$ cat src/hfc_pkg.sv
// ----------------------------------------------------------------------------
// HMI frame CRC checker package
// Item types, status codes and frame constants shared by the checker modules.
// ----------------------------------------------------------------------------
package hfc_pkg;

  localparam int unsigned FRAME_LEN_W = 11;
  localparam int unsigned STATUS_W    = 3;

  // Result status codes.
  localparam logic [STATUS_W-1:0] ST_OK         = 3'd0;
  localparam logic [STATUS_W-1:0] ST_TOO_SHORT  = 3'd1;
  localparam logic [STATUS_W-1:0] ST_BAD_HEADER = 3'd2;
  localparam logic [STATUS_W-1:0] ST_NO_TAIL    = 3'd3;
  localparam logic [STATUS_W-1:0] ST_CRC_ERROR  = 3'd4;

  // CRC-16/MODBUS: reflected polynomial, all-ones start value, no final xor.
  localparam logic [15:0] CRC_POLY = 16'hA001;
  localparam logic [15:0] CRC_INIT = 16'hFFFF;

  // Frame delimiters: "ST<" opens a frame and ">ET" closes its body.
  localparam logic [7:0] HEAD_S  = 8'h53;
  localparam logic [7:0] HEAD_T  = 8'h54;
  localparam logic [7:0] HEAD_LT = 8'h3C;
  localparam logic [7:0] TAIL_GT = 8'h3E;
  localparam logic [7:0] TAIL_E  = 8'h45;
  localparam logic [7:0] TAIL_T  = 8'h54;

  typedef struct packed {
    logic [7:0] data_byte;
    logic       first_byte;
    logic       last_byte;
  } in_item_t;

  typedef struct packed {
    logic [STATUS_W-1:0]    status;
    logic [7:0]             command;
    logic [FRAME_LEN_W-1:0] frame_length;
  } out_item_t;

  // Expected header character at a given offset within the header.
  function automatic logic [7:0] header_char(input logic [1:0] idx);
    logic [7:0] ch;
    unique case (idx)
      2'd0:    ch = HEAD_S;
      2'd1:    ch = HEAD_T;
      2'd2:    ch = HEAD_LT;
      default: ch = 8'h00;
    endcase
    return ch;
  endfunction

endpackage

$ cat src/hfc_crc16_byte.sv
// ----------------------------------------------------------------------------
// HMI frame CRC byte update
// Folds one byte into a CRC-16/MODBUS value, all eight bit steps in combinational logic.
// ----------------------------------------------------------------------------
module hfc_crc16_byte (
  input  logic [15:0] crc_cur,
  input  logic [7:0]  data,
  output logic [15:0] crc_upd
);

  always_comb begin
    logic [15:0] c;
    c = crc_cur ^ {8'h00, data};
    for (int k = 0; k < 8; k++) begin
      if (c[0]) begin
        c = (c >> 1) ^ hfc_pkg::CRC_POLY;
      end else begin
        c = c >> 1;
      end
    end
    crc_upd = c;
  end

endmodule

$ cat src/hfc_frame_fsm.sv
// ----------------------------------------------------------------------------
// HMI frame parser
// Tracks header, tail search and CRC bytes of one buffer and registers the
// verdict when the last byte of the buffer goes through.
// ----------------------------------------------------------------------------
module hfc_frame_fsm #(
  parameter int unsigned MAX_BUFFER = 1024,
  parameter int unsigned MIN_LENGTH = 14
) (
  input  logic               clk,
  input  logic               rst,
  input  logic               item_valid,
  input  hfc_pkg::in_item_t  item,
  output logic               item_ready,
  output logic               result_valid,
  input  logic               result_ready,
  output hfc_pkg::out_item_t result_item
);

  localparam int unsigned CW     = $clog2(MAX_BUFFER + 1);
  localparam int unsigned LW_RAW = $clog2(MAX_BUFFER + 3);
  localparam int unsigned LW     = (LW_RAW > hfc_pkg::FRAME_LEN_W) ? LW_RAW
                                                                   : hfc_pkg::FRAME_LEN_W;

  localparam logic [1:0] TM_NONE = 2'd0;
  localparam logic [1:0] TM_GT   = 2'd1;
  localparam logic [1:0] TM_GTE  = 2'd2;

  typedef enum logic [2:0] {
    PH_HEADER,
    PH_SEARCH,
    PH_CRC_HI,
    PH_CRC_LO,
    PH_DONE,
    PH_BAD
  } phase_t;

  phase_t                      phase, phase_next;
  logic [CW-1:0]               byte_count, byte_count_next;
  logic [15:0]                 crc_value, crc_value_next;
  logic [1:0]                  tail_match, tail_match_next;
  logic [7:0]                  command_hold, command_hold_next;
  logic [7:0]                  crc_high_hold, crc_high_hold_next;
  logic [hfc_pkg::STATUS_W-1:0] verdict_hold, verdict_hold_next;
  logic [LW-1:0]               length_hold, length_hold_next;

  logic [15:0]        crc_cur;
  logic [15:0]        crc_upd;
  logic               take;
  hfc_pkg::out_item_t result_next;

  // A buffer that starts with this byte begins from the reset CRC.
  assign crc_cur = item.first_byte ? hfc_pkg::CRC_INIT : crc_value;

  hfc_crc16_byte u_crc (
    .crc_cur (crc_cur),
    .data    (item.data_byte),
    .crc_upd (crc_upd)
  );

  assign item_ready = !item.last_byte || !result_valid || result_ready;
  assign take       = item_valid && item_ready;

  always_comb begin
    logic       scan;
    logic [7:0] b;
    b    = item.data_byte;
    scan = 1'b0;

    if (item.first_byte) begin
      phase_next         = PH_HEADER;
      byte_count_next    = '0;
      tail_match_next    = TM_NONE;
      command_hold_next  = '0;
      crc_high_hold_next = '0;
      verdict_hold_next  = hfc_pkg::ST_OK;
      length_hold_next   = '0;
    end else begin
      phase_next         = phase;
      byte_count_next    = byte_count;
      tail_match_next    = tail_match;
      command_hold_next  = command_hold;
      crc_high_hold_next = crc_high_hold;
      verdict_hold_next  = verdict_hold;
      length_hold_next   = length_hold;
    end
    crc_value_next = crc_cur;

    // Bytes beyond the buffer limit only count for their last-byte flag.
    if (byte_count_next < CW'(MAX_BUFFER)) begin
      if (byte_count_next == CW'(3)) begin
        command_hold_next = b;
      end
      unique case (phase_next)
        PH_HEADER: begin
          if (b != hfc_pkg::header_char(byte_count_next[1:0])) begin
            phase_next = PH_BAD;
          end else begin
            scan = 1'b1;
            if (byte_count_next == CW'(2)) begin
              phase_next = PH_SEARCH;
            end
          end
        end
        PH_SEARCH: begin
          scan = 1'b1;
        end
        PH_CRC_HI: begin
          crc_high_hold_next = b;
          phase_next         = PH_CRC_LO;
        end
        PH_CRC_LO: begin
          verdict_hold_next = ({crc_high_hold_next, b} == crc_value_next) ?
                              hfc_pkg::ST_OK : hfc_pkg::ST_CRC_ERROR;
          phase_next        = PH_DONE;
        end
        default: begin
        end
      endcase

      if (scan) begin
        crc_value_next = crc_upd;
        if (b == hfc_pkg::TAIL_GT) begin
          tail_match_next = TM_GT;
        end else if (b == hfc_pkg::TAIL_E && tail_match_next == TM_GT) begin
          tail_match_next = TM_GTE;
        end else if (b == hfc_pkg::TAIL_T && tail_match_next == TM_GTE) begin
          tail_match_next  = TM_NONE;
          length_hold_next = LW'(byte_count_next) + LW'(3);
          phase_next       = PH_CRC_HI;
        end else begin
          tail_match_next = TM_NONE;
        end
      end
      byte_count_next = byte_count_next + CW'(1);
    end

    result_next.command      = command_hold_next;
    result_next.frame_length = '0;
    if (32'(byte_count_next) < 32'(MIN_LENGTH)) begin
      result_next.status = hfc_pkg::ST_TOO_SHORT;
    end else if (phase_next == PH_BAD || phase_next == PH_HEADER) begin
      result_next.status = hfc_pkg::ST_BAD_HEADER;
    end else if (phase_next != PH_DONE) begin
      result_next.status = hfc_pkg::ST_NO_TAIL;
    end else begin
      result_next.status       = verdict_hold_next;
      result_next.frame_length = length_hold_next[hfc_pkg::FRAME_LEN_W-1:0];
    end
  end

  always_ff @(posedge clk) begin
    if (rst) begin
      phase         <= PH_HEADER;
      byte_count    <= '0;
      crc_value     <= hfc_pkg::CRC_INIT;
      tail_match    <= TM_NONE;
      command_hold  <= '0;
      crc_high_hold <= '0;
      verdict_hold  <= hfc_pkg::ST_OK;
      length_hold   <= '0;
      result_valid  <= 1'b0;
    end else begin
      if (take && item.last_byte) begin
        // The buffer is finished: back to the reset state for the next one.
        phase         <= PH_HEADER;
        byte_count    <= '0;
        crc_value     <= hfc_pkg::CRC_INIT;
        tail_match    <= TM_NONE;
        command_hold  <= '0;
        crc_high_hold <= '0;
        verdict_hold  <= hfc_pkg::ST_OK;
        length_hold   <= '0;
        result_valid  <= 1'b1;
        result_item   <= result_next;
      end else begin
        if (take) begin
          phase         <= phase_next;
          byte_count    <= byte_count_next;
          crc_value     <= crc_value_next;
          tail_match    <= tail_match_next;
          command_hold  <= command_hold_next;
          crc_high_hold <= crc_high_hold_next;
          verdict_hold  <= verdict_hold_next;
          length_hold   <= length_hold_next;
        end
        if (result_ready) begin
          result_valid <= 1'b0;
        end
      end
    end
  end

endmodule

$ cat src/hmi_frame_crc_checker_top.sv
// ----------------------------------------------------------------------------
// HMI frame CRC checker
// Streams the bytes of a received buffer, checks the "ST<" header, finds the
// ">ET" tail and verifies the CRC-16/MODBUS that follows it.
// ----------------------------------------------------------------------------
//
//   Channel   Handshake                  Item        Moves
//   -------   ------------------------   ---------   ----------------------------
//   byte      byte_valid / byte_ready     in_item_t   data_byte, first/last flags
//   result    result_valid/result_ready   out_item_t  status, command, frame_length
//
// One byte item is accepted in every clock cycle while no stalled result holds
// back a buffer's last byte; the CRC update for a whole byte is unrolled into
// combinational logic behind the input register. The result item of a buffer
// is registered as the parser takes the buffer's last byte from that register.
// Reset is synchronous and leaves the checker waiting for the first byte of
// a buffer, with no result pending. A stalled result only holds back a byte
// that itself ends a buffer; other bytes keep flowing past it.
//
module hmi_frame_crc_checker_top #(
  parameter int unsigned MAX_BUFFER = 1024,
  parameter int unsigned MIN_LENGTH = 14
) (
  input  logic               clk,
  input  logic               rst,
  input  logic               byte_valid,
  output logic               byte_ready,
  input  hfc_pkg::in_item_t  byte_item,
  output logic               result_valid,
  input  logic               result_ready,
  output hfc_pkg::out_item_t result_item
);

  // Input register: holds one byte item in front of the parser.
  logic              in_valid;
  hfc_pkg::in_item_t in_item;
  logic              parse_ready;

  // The register is free when empty or when the parser takes its item now,
  // so a new byte can enter in the same cycle the previous one moves on.
  assign byte_ready = !in_valid || parse_ready;

  always_ff @(posedge clk) begin
    if (rst) begin
      in_valid <= 1'b0;
    end else begin
      if (byte_valid && byte_ready) begin
        in_valid <= 1'b1;
        in_item  <= byte_item;
      end else if (parse_ready) begin
        in_valid <= 1'b0;
      end
    end
  end

  // The parser holds the frame state and the result register.
  hfc_frame_fsm #(
    .MAX_BUFFER (MAX_BUFFER),
    .MIN_LENGTH (MIN_LENGTH)
  ) u_fsm (
    .clk          (clk),
    .rst          (rst),
    .item_valid   (in_valid),
    .item         (in_item),
    .item_ready   (parse_ready),
    .result_valid (result_valid),
    .result_ready (result_ready),
    .result_item  (result_item)
  );

  // The status code is always one of the five defined verdicts.
  a_status_range: assert property (@(posedge clk) disable iff (rst)
    result_valid |-> result_item.status <= hfc_pkg::ST_CRC_ERROR)
    else $error("result status out of range");

  // Only a frame that reached its CRC bytes reports a length.
  a_length_zero: assert property (@(posedge clk) disable iff (rst)
    result_valid && result_item.status != hfc_pkg::ST_OK &&
    result_item.status != hfc_pkg::ST_CRC_ERROR |-> result_item.frame_length == '0)
    else $error("frame length given for a failed frame");

  // A byte held back by a stalled result stays in the input register.
  a_hold_byte: assert property (@(posedge clk) disable iff (rst)
    in_valid && !parse_ready |=> in_valid)
    else $error("byte item lost while the parser was stalled");

  // No result is pending straight after reset.
  a_reset_empty: assert property (@(posedge clk) disable iff (rst)
    $past(rst) |-> !result_valid)
    else $error("result pending after reset");

endmodule
$ cat config.mk
export PLATFORM = sky130hd
export DESIGN_NAME = hmi_frame_crc_checker_top
export DESIGN_NICKNAME = d
export VERILOG_FILES = /design/src/hfc_pkg.sv /design/src/hfc_crc16_byte.sv /design/src/hfc_frame_fsm.sv /design/src/hmi_frame_crc_checker_top.sv
export SDC_FILE = /design/constraint.sdc
export NUM_CORES = 1
export LEC_CHECK = 0
export BUFFER_PORTS_ARGS = -buffer_cell sky130_fd_sc_hd__buf_2
export CORE_MARGIN = 2
export CORE_UTILIZATION = 50
export CTS_BUF_LIST = sky130_fd_sc_hd__clkbuf_4
export DETAILED_ROUTE_END_ITERATION = 10
export GPL_TIMING_DRIVEN = 0
export PLACE_DENSITY = 0.73
export SETUP_SLACK_MARGIN = 0.3
export SYNTH_ARGS = -nofsm -noshare
export SYNTH_HDL_FRONTEND = slang
export SYNTH_SLANG_ARGS = --single-unit
$ cat constraint.sdc
create_clock -name clk -period 10.59 [get_ports clk]
set_input_delay 2.118 -clock clk [delete_from_list [all_inputs] [get_ports clk]]
set_output_delay 2.118 -clock clk [all_outputs]
set_load 0.01 [all_outputs]
Word level (Yosys, flattened, before mapping). Cells that the tools add are included.

Bits in registers: 96. Input port bits: 14. Output and inout port bits: 24. Logic and storage cells: 123.

Add/subtract/negate cells: 2. $lt $le $gt $ge: 2. Equal/unequal tests: 16. Muxes and demuxes: 55. Bitwise logic cells: 10. Reduce and logical (&&, ||, !) cells: 21.

Operators by type and width (number): $mux W16 (11); $mux W11 (8); $mux W8 (8); $mux W3 (12); $not A2 Y3 (8); $eq A11 B2 Y1 const B (2); $pmux W7 S3 (1); $eq A16 B16 Y1 (1); $eq A8 B7 Y1 const B (2); $xor A16 B8 Y16 (1); $mux W2 (7); $add A11 B1 Y11 const B (1); $add A11 B2 Y11 const B (1); $lt A11 B11 Y1 const B (1); $lt A11 B4 Y1 const B (1); $pmux W3 S3 (1); $eq A8 B6 Y1 const B (1); $ne A8 B8 Y1 (1); $eq A3 B2 Y1 const B (2); $logic_not A3 Y1 (2); $mux W1 (6); $logic_and A1 B1 Y1 (5); $eq A2 B1 Y1 const B (2); $eq A2 B2 Y1 const B (2); 12 further kinds (19).

Logic depth before layout (Yosys ltp). Gate-level depths: netlist (run 1).

Depth after elaboration: 20. Depth in mapped cells: 16. Mapped depth without buffers: 11.

Cells and area by module. A second synthesis (run 1) with hierarchy kept.

Cells, all modules: 535. Area, all modules: 5056.1 sq um.

Modules (own cells, without submodules): hfc_frame_fsm (times used 1, cells an instance 491, area an instance 4416.7 sq um); hmi_frame_crc_checker_top (times used 1, cells an instance 15, area an instance 355.3 sq um); hfc_crc16_byte (times used 1, cells an instance 29, area an instance 284.0 sq um).

Least setup slack after synthesis (run 1). Ideal clock, no wire load.

Path type: input -> output. From: input port result_ready. To: output port byte_ready. Arrival: 2.535 ns. Required time: 8.472 ns. Path slack: 5.937 ns. Stages: 3. Path buffers: 0. Cell sequence: nor2b_1 and3_1 inv_1.

Longest elaborated chain between the ends: 2.

RTL lines: start, declared (RTL line hmi_frame_crc_checker_top.sv:30) `input logic result_ready,`; $logic_or A1 B1 Y1 (RTL line hfc_frame_fsm.sv:61) `assign item_ready = !item.last_byte || !result_valid || result_ready;`; $logic_or A1 B1 Y1 (RTL line hmi_frame_crc_checker_top.sv:41) `assign byte_ready = !in_valid || parse_ready;`; end, declared (RTL line hmi_frame_crc_checker_top.sv:27) `output logic byte_ready,`.

No other way between the ends.

Worst setup path after layout (run 1).
From: register in_item[1] (netlist name). To: register u_fsm.crc_value[11].

Longest elaborated chain between the ends: 14. Elaborated cells between the ends (all ways): 33. Those cells by class: 1 x order compare; 4 x eq/ne; 19 x mux; 7 x bitwise; 2 x reduce/logical.

RTL lines: start, declared (RTL line hmi_frame_crc_checker_top.sv:36) `hfc_pkg::in_item_t in_item;`; start signal, assigned (RTL line hmi_frame_crc_checker_top.sv:49) `in_item <= byte_item;`; branches (longest 13 deep; another with $mux W16); $mux W16 * (RTL line hfc_frame_fsm.sv:90) `if (byte_count_next < CW'(MAX_BUFFER)) begin`; end signal, assigned (RTL line hfc_frame_fsm.sv:156) `crc_value <= hfc_pkg::CRC_INIT;`; end signal, assigned (RTL line hfc_frame_fsm.sv:168) `crc_value <= hfc_pkg::CRC_INIT;`; end signal, assigned (RTL line hfc_frame_fsm.sv:180) `crc_value <= crc_value_next;`; end, declared (RTL line hfc_frame_fsm.sv:40) `logic [15:0] crc_value, crc_value_next;`.

Every way passes the cells marked *. The select of a mux whose other input is x is not followed. A chain may end at the register's enable or synchronous reset.

==> summary.txt, run 1 <==
Status
  • Status: completed

Yosys
  • Most used DFF post-synth: dfxtp_1
  • Post-synth EDFFs: 32
  • Syn_nets: between 600 and 700
  • Post-synth top area cell: dfxtp_1
  • Gate Count Post-Synth: 611
  • FF+latch count, synth: 96
  • Cell variety after synth: 67
  • Yosys Warn Count: 0
  • Synth top area cells: dfxtp_1 (25%), edfxtp_1 (18%), nand2_1 (6.1%)
  • Mean Syn Cell Area: approximately 8.5 sq um
  • FFs w/ async S/R, synth: 0%
  • Synth Cell Area: roughly 5200 sq um
  • Area share of the largest cell type after synthesis: 24.61%
  • Seq/Total Area, Yosys: 43.07%

Timing
  • Fin Setup TNS: 0 ns
  • Worst Setup Slack, final: 5.350 ns
  • Final worst path period need: 5.240 ns
  • Final setup fails: 0
  • Hold Fails Final Rpt: 0
  • Final hold slack: ~0.46 ns
  • Max-slew violations: 0
  • Clk_skew: 0.01579 ns
  • Slew headroom: a little over 40%
  • Tcrit/Tclk final: between 40 and 50%
  • Slew @ Worst Pin: approximately 0.88 ns
  • Max Fclk: about 190 MHz
  • RSZ-0062 raised after global routing: no

Critical path
  • Setup crit end kind: register
  • Worst R2R Start: in_item[1]
  • Reg2Reg Capture Point: u_fsm.crc_value[11]
  • Reg2Reg Setup Slack: about 5.4 ns
  • R2R depth: 14
  • Critical Path Fanout Max: 10
  • CP Launch Type: register
  • Arrival @ worst endpoint: approximately 5.7 ns
  • Worst Path Required: between 10 and 15 ns
  • Worst Setup Path Type: register to register

Finish
  • Fillers: ~950
  • Commonest non-fill, non-tap cell in the layout: nand2_1
  • Antenna cells: 0
  • Share of layout cells above drive strength 1: around an eighth
  • Sequential Area: around 2200 sq um
  • Multi-input combinational cell area: 2721 sq um
  • # nets final: just under 700
  • Most frequent cells in the layout: nand2_1 (85), nor2_1 (77), dfxtp_1 (64)
  • Syn-to-layout area delta: 9.757%

Clocking
  • CTS Sinks: 96
  • Total CTS buffers: 9
  • CTS hold repair buffers: 0
  • Worst-skew pair later-pin latency: 0.46 ns
  • Post-CTS setup buffer count: 0
  • Root buffer cell: clkbuf_4
  • CTS tree: built
  • Worst-path clk slew: 0.16 ns
  • CTS resizes: 0
  • # H-tree levels: 3
  • Bufs on Longest Clock Path: 2

Min path
  • Worst Hold Depth: 1
  • Min-delay src: u_fsm.verdict_hold[1]
  • Hold WC Path Type: register to register
  • Worst hold endpoint: u_fsm.verdict_hold[1]

Placed design
  • Number of port buffers: 37
  • Placement Setup Slack: 5.565 ns
  • RD Place Congestion: slightly above 0.9
  • DP HPWL: between 10,000 and 15,000 um

Route
  • Remaining antenna violation count after routing: 0
  • Initial detailed-routing violation count: 300
  • Routed wire length: approximately 15,000 um
  • DR pass1 iterations: 5
  • Vias per inst: between 5 and 6
  • Remaining DRCs: 0
  • Via total after detailed routing: around 4,800
  • Post-DR wirelength/cell: 18.17 um

Floorplanning
  • Die X: about 110 um
  • FP Rows: 37
  • I/O pin cnt: 38
  • Initial Util: between 50% and 60%
  • Core Region: just over 10,000 sq um
  • Die Ht: 106.0 um
  • Die area: between 10,000 and 15,000 sq um

Global route
  • Vias in the first global route: between 4,000 and 5,000
  • Largest net degree at the start of global routing: 19
  • First-pass GRT wire length: roughly 23,000 um
  • GRT overflow: 0
  • GRT Util Overall: around a quarter
  • Antenna violations before repair: 0

Pwr
  • PD cells: about 110 nW/um^2
  • Peak supply drop: between 0.06 and 0.07 mV
  • Total power: 0.6431 mW
  • Leakage power: ~1.9 nW

Job
  • Max-cap violations: 0
## how the worst max path moves through the flow
stage | from | to | slack, ns | cells past startpoint
after floorplan | result_ready | byte_ready | 5.94 | 3
after global placement | in_item[1] | u_fsm.result_item[6] | 5.55 | 14
after detailed placement | in_item[1] | u_fsm.crc_value[9] | 5.56 | 14
after CTS | in_item[1] | u_fsm.result_item[6] | 5.52 | 14
after global routing | in_item[1] | u_fsm.crc_value[9] | 5.13 | 14
final | in_item[1] | u_fsm.crc_value[11] | 5.35 | 14
## routing by layer
layer / GRT usage [%] / wire [um]
met1: 33.07 / 6078
met4: 10.15 / 366
met3: 4.108 / 875
met5: 0 / 0
met2: 45.90 / 7232
## cells in the mapped netlist, types with 4 or more instances
cell type,n
nand2_1,85
nor2_1,78
dfxtp_1,64
a21oi_1,40
o21ai_0,35
edfxtp_1,32
clkbuf_1,28
xnor2_1,26
xor2_1,20
o22ai_1,16
a22oi_1,15
nor3_1,15
inv_1,13
nand3_1,10
buf_2,8
nand2b_1,8
and3_1,7
buf_1,7
a2bb2oi_1,6
and2_1,6
ha_1,6
nand3b_1,5
nor4_1,5
a32oi_1,4
nor2b_1,4
nor3b_1,4
or3_1,4
## cell families (layout without fill, tap and decap cells)
family	after synthesis	in the layout	synth area share [%]
flops	96	96	43.07
simple gates	247	247	22.61
xor+xnor	48	48	8.628
mux	4	4	0.8171
buf+inv	60	114	4.807
fa+ha+maj	6	6	1.442
compound gates	150	150	18.63
## layout make-up
class,instances,area share (%)
clock inverters,7,1.095
inverters,14,0.9196
clock buffers,9,1.182
well taps,136,2.978
flip-flops and latches,96,39.24
repair buffers,38,3.503
multi-input cells,455,47.62
plain buffers,46,3.460
## power by group
| part | internal, mW | total, mW | leakage, nW | switching, mW |
|---|---|---|---|---|
| registers | 0.383 | 0.386 | 0.836 | 0.00273 |
| logic | 0.0222 | 0.0674 | 1.04 | 0.0451 |
| clock network | 0.0527 | 0.190 | 0.0626 | 0.137 |
| total | 0.458 | 0.643 | 1.93 | 0.185 |
## critical path, cell delays in order (launching register included)
cell and delay [ns]:
edfxtp_1 0.49, clkbuf_1 0.35, inv_1 0.31, clkbuf_1 0.57, buf_1 0.52, nand2_1 0.20, ha_1 0.43, xor2_1 0.19
or3_1 0.36, nor4_4 0.36, o21ai_0 0.14, a21oi_1 0.61, clkbuf_1 0.42, o22ai_1 0.15, nand2_1 0.09
## flip-flops by register name, indices dropped and copies added, names as in the netlist
| signal | flops |
|---|---|
| in_item | 10 |
| in_valid | 1 |
| u_fsm.byte_count | 11 |
| u_fsm.command_hold | 8 |
| u_fsm.crc_high_hold | 8 |
| u_fsm.crc_value | 16 |
| u_fsm.length_hold | 11 |
| u_fsm.phase | 3 |
| u_fsm.result_item | 22 |
| u_fsm.result_valid | 1 |
| u_fsm.tail_match | 2 |
| u_fsm.verdict_hold | 3 |
## stage by stage
stage	instance area (sq um)	instances	utilization [%]
5_1_grt	5714	801	55.85
4_1_cts	5709	801	55.80
2_1_floorplan	5206	611	-
3_5_place_dp	5579	785	54.53
3_3_place_gp	5562	784	54.36
6_report	5714	801	55.85
Power figures use the tool's default switching activity.
==> inputs of run 2 (changes only) <==
==> constraint.sdc (replaced) <==
create_clock -name clk -period 5.15 [get_ports clk]
set_input_delay 1.03 -clock clk [delete_from_list [all_inputs] [get_ports clk]]
set_output_delay 1.03 -clock clk [all_outputs]
set_load 0.01 [all_outputs]
==> summary.txt, run 2 (synthesized netlist as in run 1, its figures left out) <==
Floorplanning
  • Initial Util: 50.89% (unchanged)
  • Core Region: 10,230 sq um (unchanged)
  • I/O pin cnt: 38 (unchanged)
  • Die area: 11,240 sq um (unchanged)
  • FP Rows: 37 (unchanged)
  • Die X: 106.0 um (unchanged)
  • Die Ht: 106.0 um (unchanged)

Route
  • Via total after detailed routing: 4,764 (-0.29%)
  • DR pass1 iterations: 5 (unchanged)
  • Routed wire length: 14,510 um (-0.30%)
  • Vias per inst: 5.948 (-0.29%)
  • Remaining antenna violation count after routing: 0 (unchanged)
  • Remaining DRCs: 0 (unchanged)
  • Initial detailed-routing violation count: 347 (+16%)
  • Post-DR wirelength/cell: 18.11 um (-0.30%)

Status
  • Status: completed

Critical path
  • Critical path's top delay family: simple AND/OR/NAND/NOR gates
  • CP Launch Type: register
  • Worst Setup Path Type: register to register
  • Arrival @ worst endpoint: 4.96 ns (-0.69 ns)
  • Critical Path Fanout Max: 10 (unchanged)
  • CP dominant cell by count: clkbuf_2
  • Crit path largest cell delay: 0.64 ns (+0.03 ns)
  • CP max-delay cell: or4_4
  • Reg2Reg Setup Slack: 0.51 ns (-4.84 ns)
  • Setup crit end kind: register
  • Worst Path Required: 5.47 ns (-5.53 ns)
  • Cell chain of the critical path: clkbuf_2 -> inv_1 -> clkbuf_2 -> buf_2 -> nand2_1 -> ha_1 -> xor2_1 -> or3_1 -> nor4_4 -> o211a_1 -> a221oi_1 -> or4_4 -> buf_6 -> a211oi_2
  • Critical path buffers and inverters: 5 (unchanged)

Finish
  • Share of layout cells above drive strength 1: 12.63% (+0.75 points)
  • Reg with most FFs: u_fsm.result_item
  • Commonest non-fill, non-tap cell in the layout: nand2_1
  • Biggest regs: u_fsm.result_item (22), u_fsm.crc_value (16)
  • Max reg flops: 22 (unchanged)
  • Final core utilization: 55.94% (+0.086 points)
  • Most frequent cells in the layout: nand2_1 (85), nor2_1 (77), dfxtp_1 (64)
  • Fillers: 951 (-0.11%)
  • Antenna cells: 0 (unchanged)
  • Sequential Area: 2242 sq um (unchanged)
  • Syn-to-layout area delta: 9.926%
  • # nets final: 680 (unchanged)
  • Multi-input combinational cell area: 2725 sq um (+0.14%)

Global route
  • Antenna violations before repair: 0 (unchanged)
  • GRT Util Overall: 26.43% (unchanged)
  • First-pass GRT wire length: 23,220 um (unchanged)
  • Largest net degree at the start of global routing: 19 (unchanged)
  • GRT overflow: 0 (unchanged)
  • Vias in the first global route: 4,485 (unchanged)

Pwr
  • Peak supply drop: 0.1408 mV (+110%)
  • PD cells: 231.3 nW/um^2 (+110%)
  • Leakage power: 1.946 nW (+0.59%)
  • Total power: 1.324 mW (+110%)

Placed design
  • Number of port buffers: 37 (unchanged)
  • DP HPWL: 10,380 um (unchanged)
  • Placement Setup Slack: 0.1247 ns (-5.440 ns)
  • RD Place Congestion: 0.9141 (unchanged)

Timing
  • Slew headroom: 40.56% (-0.56 points)
  • Tcrit/Tclk final: 90.11% (+41 points)
  • Slew @ Worst Pin: 0.8856 ns (+0.008329 ns)
  • Max-slew violations: 0 (unchanged)
  • Hold Fails Final Rpt: 0 (unchanged)
  • Clk_skew: 0.01981 ns (+0.004027 ns)
  • Final hold slack: 0.4609 ns (-0.001193 ns)
  • RSZ-0062 raised after global routing: no
  • Final setup fails: 0 (unchanged)
  • Max Fclk: 215.5 MHz (+13%)
  • Worst Setup Slack, final: 0.5091 ns (-4.841 ns)
  • Final worst path period need: 4.641 ns (-0.5987 ns)
  • Fin Setup TNS: 0 ns (unchanged)

Clocking
  • Bufs on Longest Clock Path: 2 (unchanged)
  • CTS Sinks: 96 (unchanged)
  • CTS hold repair buffers: 0 (unchanged)
  • Worst-skew pair later-pin latency: 0.47 ns (about the same)
  • Root buffer cell: clkbuf_4
  • CTS tree: built
  • Total CTS buffers: 9 (unchanged)
  • Worst-path clk slew: 0.16 ns (about the same)
  • # H-tree levels: 3 (unchanged)

Min path
  • Hold WC Path Type: register to register

Job
  • Max-cap violations: 0 (unchanged)
==> run 2: worst paths after layout <==
path,from,to,cells after the start
hold / removal,u_fsm.verdict_hold[1],u_fsm.verdict_hold[1],1
hold reg to reg,u_fsm.verdict_hold[1],u_fsm.verdict_hold[1],1
setup / recovery,in_item[1],u_fsm.result_item[6],14
setup reg to reg,in_item[1],u_fsm.result_item[6],14
==> run 2: metrics by stage <==
stage                     std cells  cell area [sq um]
after detailed placement        785               5579
after floorplan                 611               5206
after CTS                       801               5712
final                           801               5723
after global placement          784               5562
after global routing            801               5723
==> run 2: timing repair <==
action                                  CTS  global route
endpoints found under the hold margin     0             0
cloned                                    0             0
endpoints found under the setup margin   22            16
pin swaps                                 0             0
resized for setup                         2             4
buffers inserted                          0             0
==> run 2: cell type report <==
type	count	share of cell area (%)
clock inverters	7	1.093
clock buffers	9	1.181
multi-input cells	455	47.62
flip-flops and latches	96	39.18
inverters	14	0.9182
repair buffers	38	3.498
well taps	136	2.973
plain buffers	46	3.542
==> run 2: power breakdown <==
group / internal, mW / leakage [nW] / total [mW] / switching [mW]
logic: 0.0460 / 1.05 / 0.139 / 0.0933
clock network: 0.108 / 0.0626 / 0.390 / 0.282
registers: 0.789 / 0.836 / 0.794 / 0.00569
total: 0.943 / 1.95 / 1.32 / 0.381
==> run 2: layer usage <==
layer	vias up	track usage, %	share of wire [%]
met4	0	10.15	2.3
met1	2265	33.07	42
met2	204	45.90	49
met5	-	0	0
li1	2257	-	-
met3	38	4.108	6.9
==> inputs of run 3 (changes only) <==
--- a/config.mk
+++ b/config.mk
@@ -5,13 +5,14 @@
 export SDC_FILE = /design/constraint.sdc
 export NUM_CORES = 1
 export LEC_CHECK = 0
+export ABC_AREA = 1
 export BUFFER_PORTS_ARGS = -buffer_cell sky130_fd_sc_hd__buf_2
 export CORE_MARGIN = 2
-export CORE_UTILIZATION = 50
+export CORE_UTILIZATION = 40
 export CTS_BUF_LIST = sky130_fd_sc_hd__clkbuf_4
 export DETAILED_ROUTE_END_ITERATION = 10
 export GPL_TIMING_DRIVEN = 0
-export PLACE_DENSITY = 0.73
+export PLACE_DENSITY = 0.62
 export SETUP_SLACK_MARGIN = 0.3
 export SYNTH_ARGS = -nofsm -noshare
 export SYNTH_HDL_FRONTEND = slang
==> constraint.sdc (replaced) <==
create_clock -name clk -period 4.7 [get_ports clk]
set_input_delay 0.94 -clock clk [delete_from_list [all_inputs] [get_ports clk]]
set_output_delay 0.94 -clock clk [all_outputs]
set_load 0.01 [all_outputs]
==> summary.txt, run 3 <==
Pwr
  • Switching power: 0.5035 mW (+32%)
  • Internal Power: 1.185 mW (+26%)
  • Logic gate share of total power: 14.8% (+4.3 points)
  • Total power: 1.689 mW (+28%)
  • Switching share of power: 29.82% (+1.0 points)
  • Leakage power: 2.739 nW (+41%)
  • Sequential share of power: 54.3% (-5.7 points)
  • Peak supply drop: 0.1647 mV (+17%)
  • PD cells: 276.5 nW/um^2 (+20%)
  • Clock group share of total power: 30.9% (+1.4 points)

Clocking
  • Total CTS buffers: 9 (unchanged)
  • Worst-path clk slew: 0.15 ns (about the same)
  • Root buffer cell: clkbuf_4
  • CTS Sinks: 96 (unchanged)
  • Bufs on Longest Clock Path: 2 (unchanged)
  • Worst-skew pair later-pin latency: 0.51 ns (+0.04 ns)
  • # H-tree levels: 3 (unchanged)
  • CTS tree: built

Yosys
  • Mux cell area share after synthesis: 0% (-0.82 points)
  • Commonest cells post-synth: nand2_1 (186), inv_1 (107), nor2_1 (90)
  • Area share of the largest cell type after synthesis: 23.20% (-1.4 points)
  • Mean Syn Cell Area: 6.911 sq um (-19%)
  • Compound-cell area share of the yosys netlist: 17.29% (-1.3 points)
  • Seq/Total Area, Yosys: 40.61% (-2.5 points)
  • FF+latch count, synth: 96 (unchanged)
  • Synth Cell Area: 5522 sq um (+6.1%)
  • Count leader, synth: nand2_1
  • Gate Count Post-Synth: 799 (+31%)
  • Cell variety after synth: 36 (-46%)
  • Post-Synth Simple-Gate Area: 27.01% (+4.4 points)
  • FFs w/ async S/R, synth: 0% (unchanged)
  • Post-synth top area cell: dfxtp_1
  • Post-synth EDFFs: 32 (unchanged)
  • Most used DFF post-synth: dfxtp_1
  • Largest family of logic cells by synthesized area: simple AND/OR/NAND/NOR gates
  • Synth top area cells: dfxtp_1 (23%), edfxtp_1 (17%), nand2_1 (13%)
  • Syn_nets: 819 (+30%)
  • Post-synthesis adder-cell area fraction: 1.360% (-0.082 points)
  • Yosys Warn Count: 0 (unchanged)
  • XOR/XNOR Fraction of Synth Area: 3.331% (-5.3 points)

Critical path
  • CP max-delay cell: edfxtp_1
  • Arrival @ worst endpoint: 4.09 ns (-0.87 ns)
  • Crit path largest cell delay: 0.49 ns (-0.15 ns)
  • CP Launch Type: register
  • Worst Path Required: 4.95 ns (-0.52 ns)
  • Critical path's top delay family: simple AND/OR/NAND/NOR gates
  • Setup crit end kind: register
  • Levels on crit path: 15 (+1)
  • Worst Setup Path Type: register to register
  • Cell chain of the critical path: buf_2 -> buf_2 -> clkbuf_2 -> nor2_1 -> inv_1 -> ha_1 -> inv_1 -> nand2_1 -> nand3_1 -> nor3_1 -> nand3_1 -> nand2_2 -> nand4_1 -> o21ai_0 -> nor2_1
  • Critical Path Fanout Max: 10 (unchanged)
  • R2R depth: 15 (+1)
  • Critical path buffers and inverters: 5 (unchanged)

Finish
  • Sequential Area: 2242 sq um (unchanged)
  • Final core utilization: 45.75% (-10 points)
  • Reg with most FFs: u_fsm.result_item
  • Max reg flops: 22 (unchanged)
  • Multi-input combinational cell area: 2708 sq um (-0.64%)
  • Syn-to-layout area delta: 10.61%
  • Biggest regs: u_fsm.result_item (22), u_fsm.crc_value (16)
  • # nets final: 868 (+28%)
  • Commonest non-fill, non-tap cell in the layout: nand2_1
  • Antenna cells: 0 (unchanged)
  • Fillers: 1,448 (+52%)
  • Most frequent cells in the layout: nand2_1 (186), inv_1 (107), nor2_1 (89)
  • Share of layout cells above drive strength 1: 10.20% (-2.4 points)

Route
  • DR pass1 iterations: 5 (unchanged)
  • Via total after detailed routing: 5,383 (+13%)
  • Vias per inst: 5.231 (-12%)
  • Remaining antenna violation count after routing: 0 (unchanged)
  • Routed wire length: 16,470 um (+14%)
  • Initial detailed-routing violation count: 378 (+8.9%)
  • Post-DR wirelength/cell: 16.01 um (-12%)
  • Remaining DRCs: 0 (unchanged)

Timing
  • Final setup fails: 0 (unchanged)
  • Tcrit/Tclk final: 81.67% (-8.4 points)
  • Hold Fails Final Rpt: 0 (unchanged)
  • Clk_skew: 0.03067 ns (+0.01086 ns)
  • Fin Setup TNS: 0 ns (unchanged)
  • Max Fclk: 260.5 MHz (+21%)
  • Slew headroom: 48.66% (+8.1 points)
  • Final worst path period need: 3.839 ns (-0.8022 ns)
  • RSZ-0062 raised after global routing: no
  • Max-slew violations: 0 (unchanged)
  • Slew @ Worst Pin: 0.7701 ns (-0.1156 ns)

Global route
  • GRT overflow: 0 (unchanged)
  • GRT Util Overall: 23.23% (-3.2 points)
  • First-pass GRT wire length: 25,940 um (+12%)
  • Vias in the first global route: 4,969 (+11%)
  • GR peak layer: met2
  • Antenna violations before repair: 0 (unchanged)
  • GR Layer Usage met1: 29.87% (-3.2 points)
  • Largest net degree at the start of global routing: 18 (-1)
  • Met2 usage in global routing: 37.22% (-8.7 points)
  • Met3 Track Usage GR: 6.297% (+2.2 points)

Job
  • Max-cap violations: 0 (unchanged)

Floorplanning
  • I/O pin cnt: 38 (unchanged)
  • Die X: 121.5 um (+15%)
  • FP Rows: 42 (+14%)
  • Die area: 14,760 sq um (+31%)
  • Initial Util: 41.37% (-9.5 points)
  • Die Ht: 121.5 um (+15%)
  • Core Region: 13,350 sq um (+30%)

Placed design
  • RD Place Congestion: 0.9734 (+6.5%)
  • DP HPWL: 12,310 um (+19%)
  • Number of port buffers: 37 (unchanged)

Min path
  • Worst Hold Depth: 2 (+1)
  • Hold WC Path Type: register to register

Status
  • Status: completed
## run 3: changes by cell type in the layout (fill, tap and decap cells not counted), sizes merged, moves of 12 or more
cell	previous run	this run
o211ai	2	14
nand2	85	192
a21oi	40	55
nor2	78	94
nand3	10	49
clkbuf	38	25
xnor2	26	3
inv	16	114
a22oi	15	0
o21ai	37	74
## run 3: per-layer routing
layer | vias up | wire, um | share of wire, %
met2 | 185 | 7491 | 45
met3 | 30 | 1223 | 7.4
met4 | 0 | 450 | 2.7
met5 | - | 0 | 0
li1 | 2705 | - | -
met1 | 2463 | 7305 | 44
## run 3: path summary, 6_finish.rpt
check        slack, ns             startpoint               endpoint
max reg2reg       0.86             in_item[1]   u_fsm.result_item[7]
max               0.86             in_item[1]   u_fsm.result_item[7]
min               0.48  u_fsm.verdict_hold[0]  u_fsm.verdict_hold[0]
min reg2reg       0.48  u_fsm.verdict_hold[0]  u_fsm.verdict_hold[0]
## run 3: area by class of cell
cell class | count | area share, %
inverter | 113 | 6.945
multi-input combinational | 557 | 44.34
tap | 176 | 3.606
timing repair buffer | 38 | 3.278
buffer | 33 | 2.479
clock buffer | 9 | 1.106
sequential | 96 | 36.71
clock inverter | 7 | 1.537
## run 3: tightest hold or removal path, cell delays in order (launching register included)
cell and delay, ns:
dfxtp_1 0.34, nand2_1 0.06, a21oi_1 0.06
## run 3: stage by stage
step / hold slack (ns) / cells / setup WS (ns) / area (sq um)
after detailed placement: 0.4508 / 1013 / 0.6769 / 5944
after global routing: 0.4950 / 1029 / 0.5196 / 6107
after CTS: 0.4806 / 1029 / 0.6390 / 6106
after global placement: 0.4489 / 1012 / 0.6802 / 5927
final: 0.4821 / 1029 / 0.8613 / 6107
after floorplan: 0.4309 / 799 / 1.755 / 5522
## run 3: timing repair
action | in CTS | in global routing
resized for setup | 0 | 1
hold buffers | 0 | 0
endpoints found under the setup margin | 0 | 7
buffers inserted | 0 | 0
## run 3: logic make-up (layout without fill, tap and decap cells)
logic type,Yosys count,count (layout)
adder cells (fa/ha/maj),6,6
buffers and inverters,146,200
AO/OA/AOI/OAI,171,171
AND/OR/NAND/NOR,359,359
flip-flops,96,96
XOR/XNOR,21,21
## run 3: power groups by stage
stage	Sequential (mW)	Clock, mW	Combinational (mW)
final	0.917	0.521	0.250
after global routing	0.921	0.561	0.283
after detailed placement	0.934	0	0.247
after global placement	0.934	0	0.245
after floorplan	0.929	0	0.173
after CTS	0.916	0.533	0.248
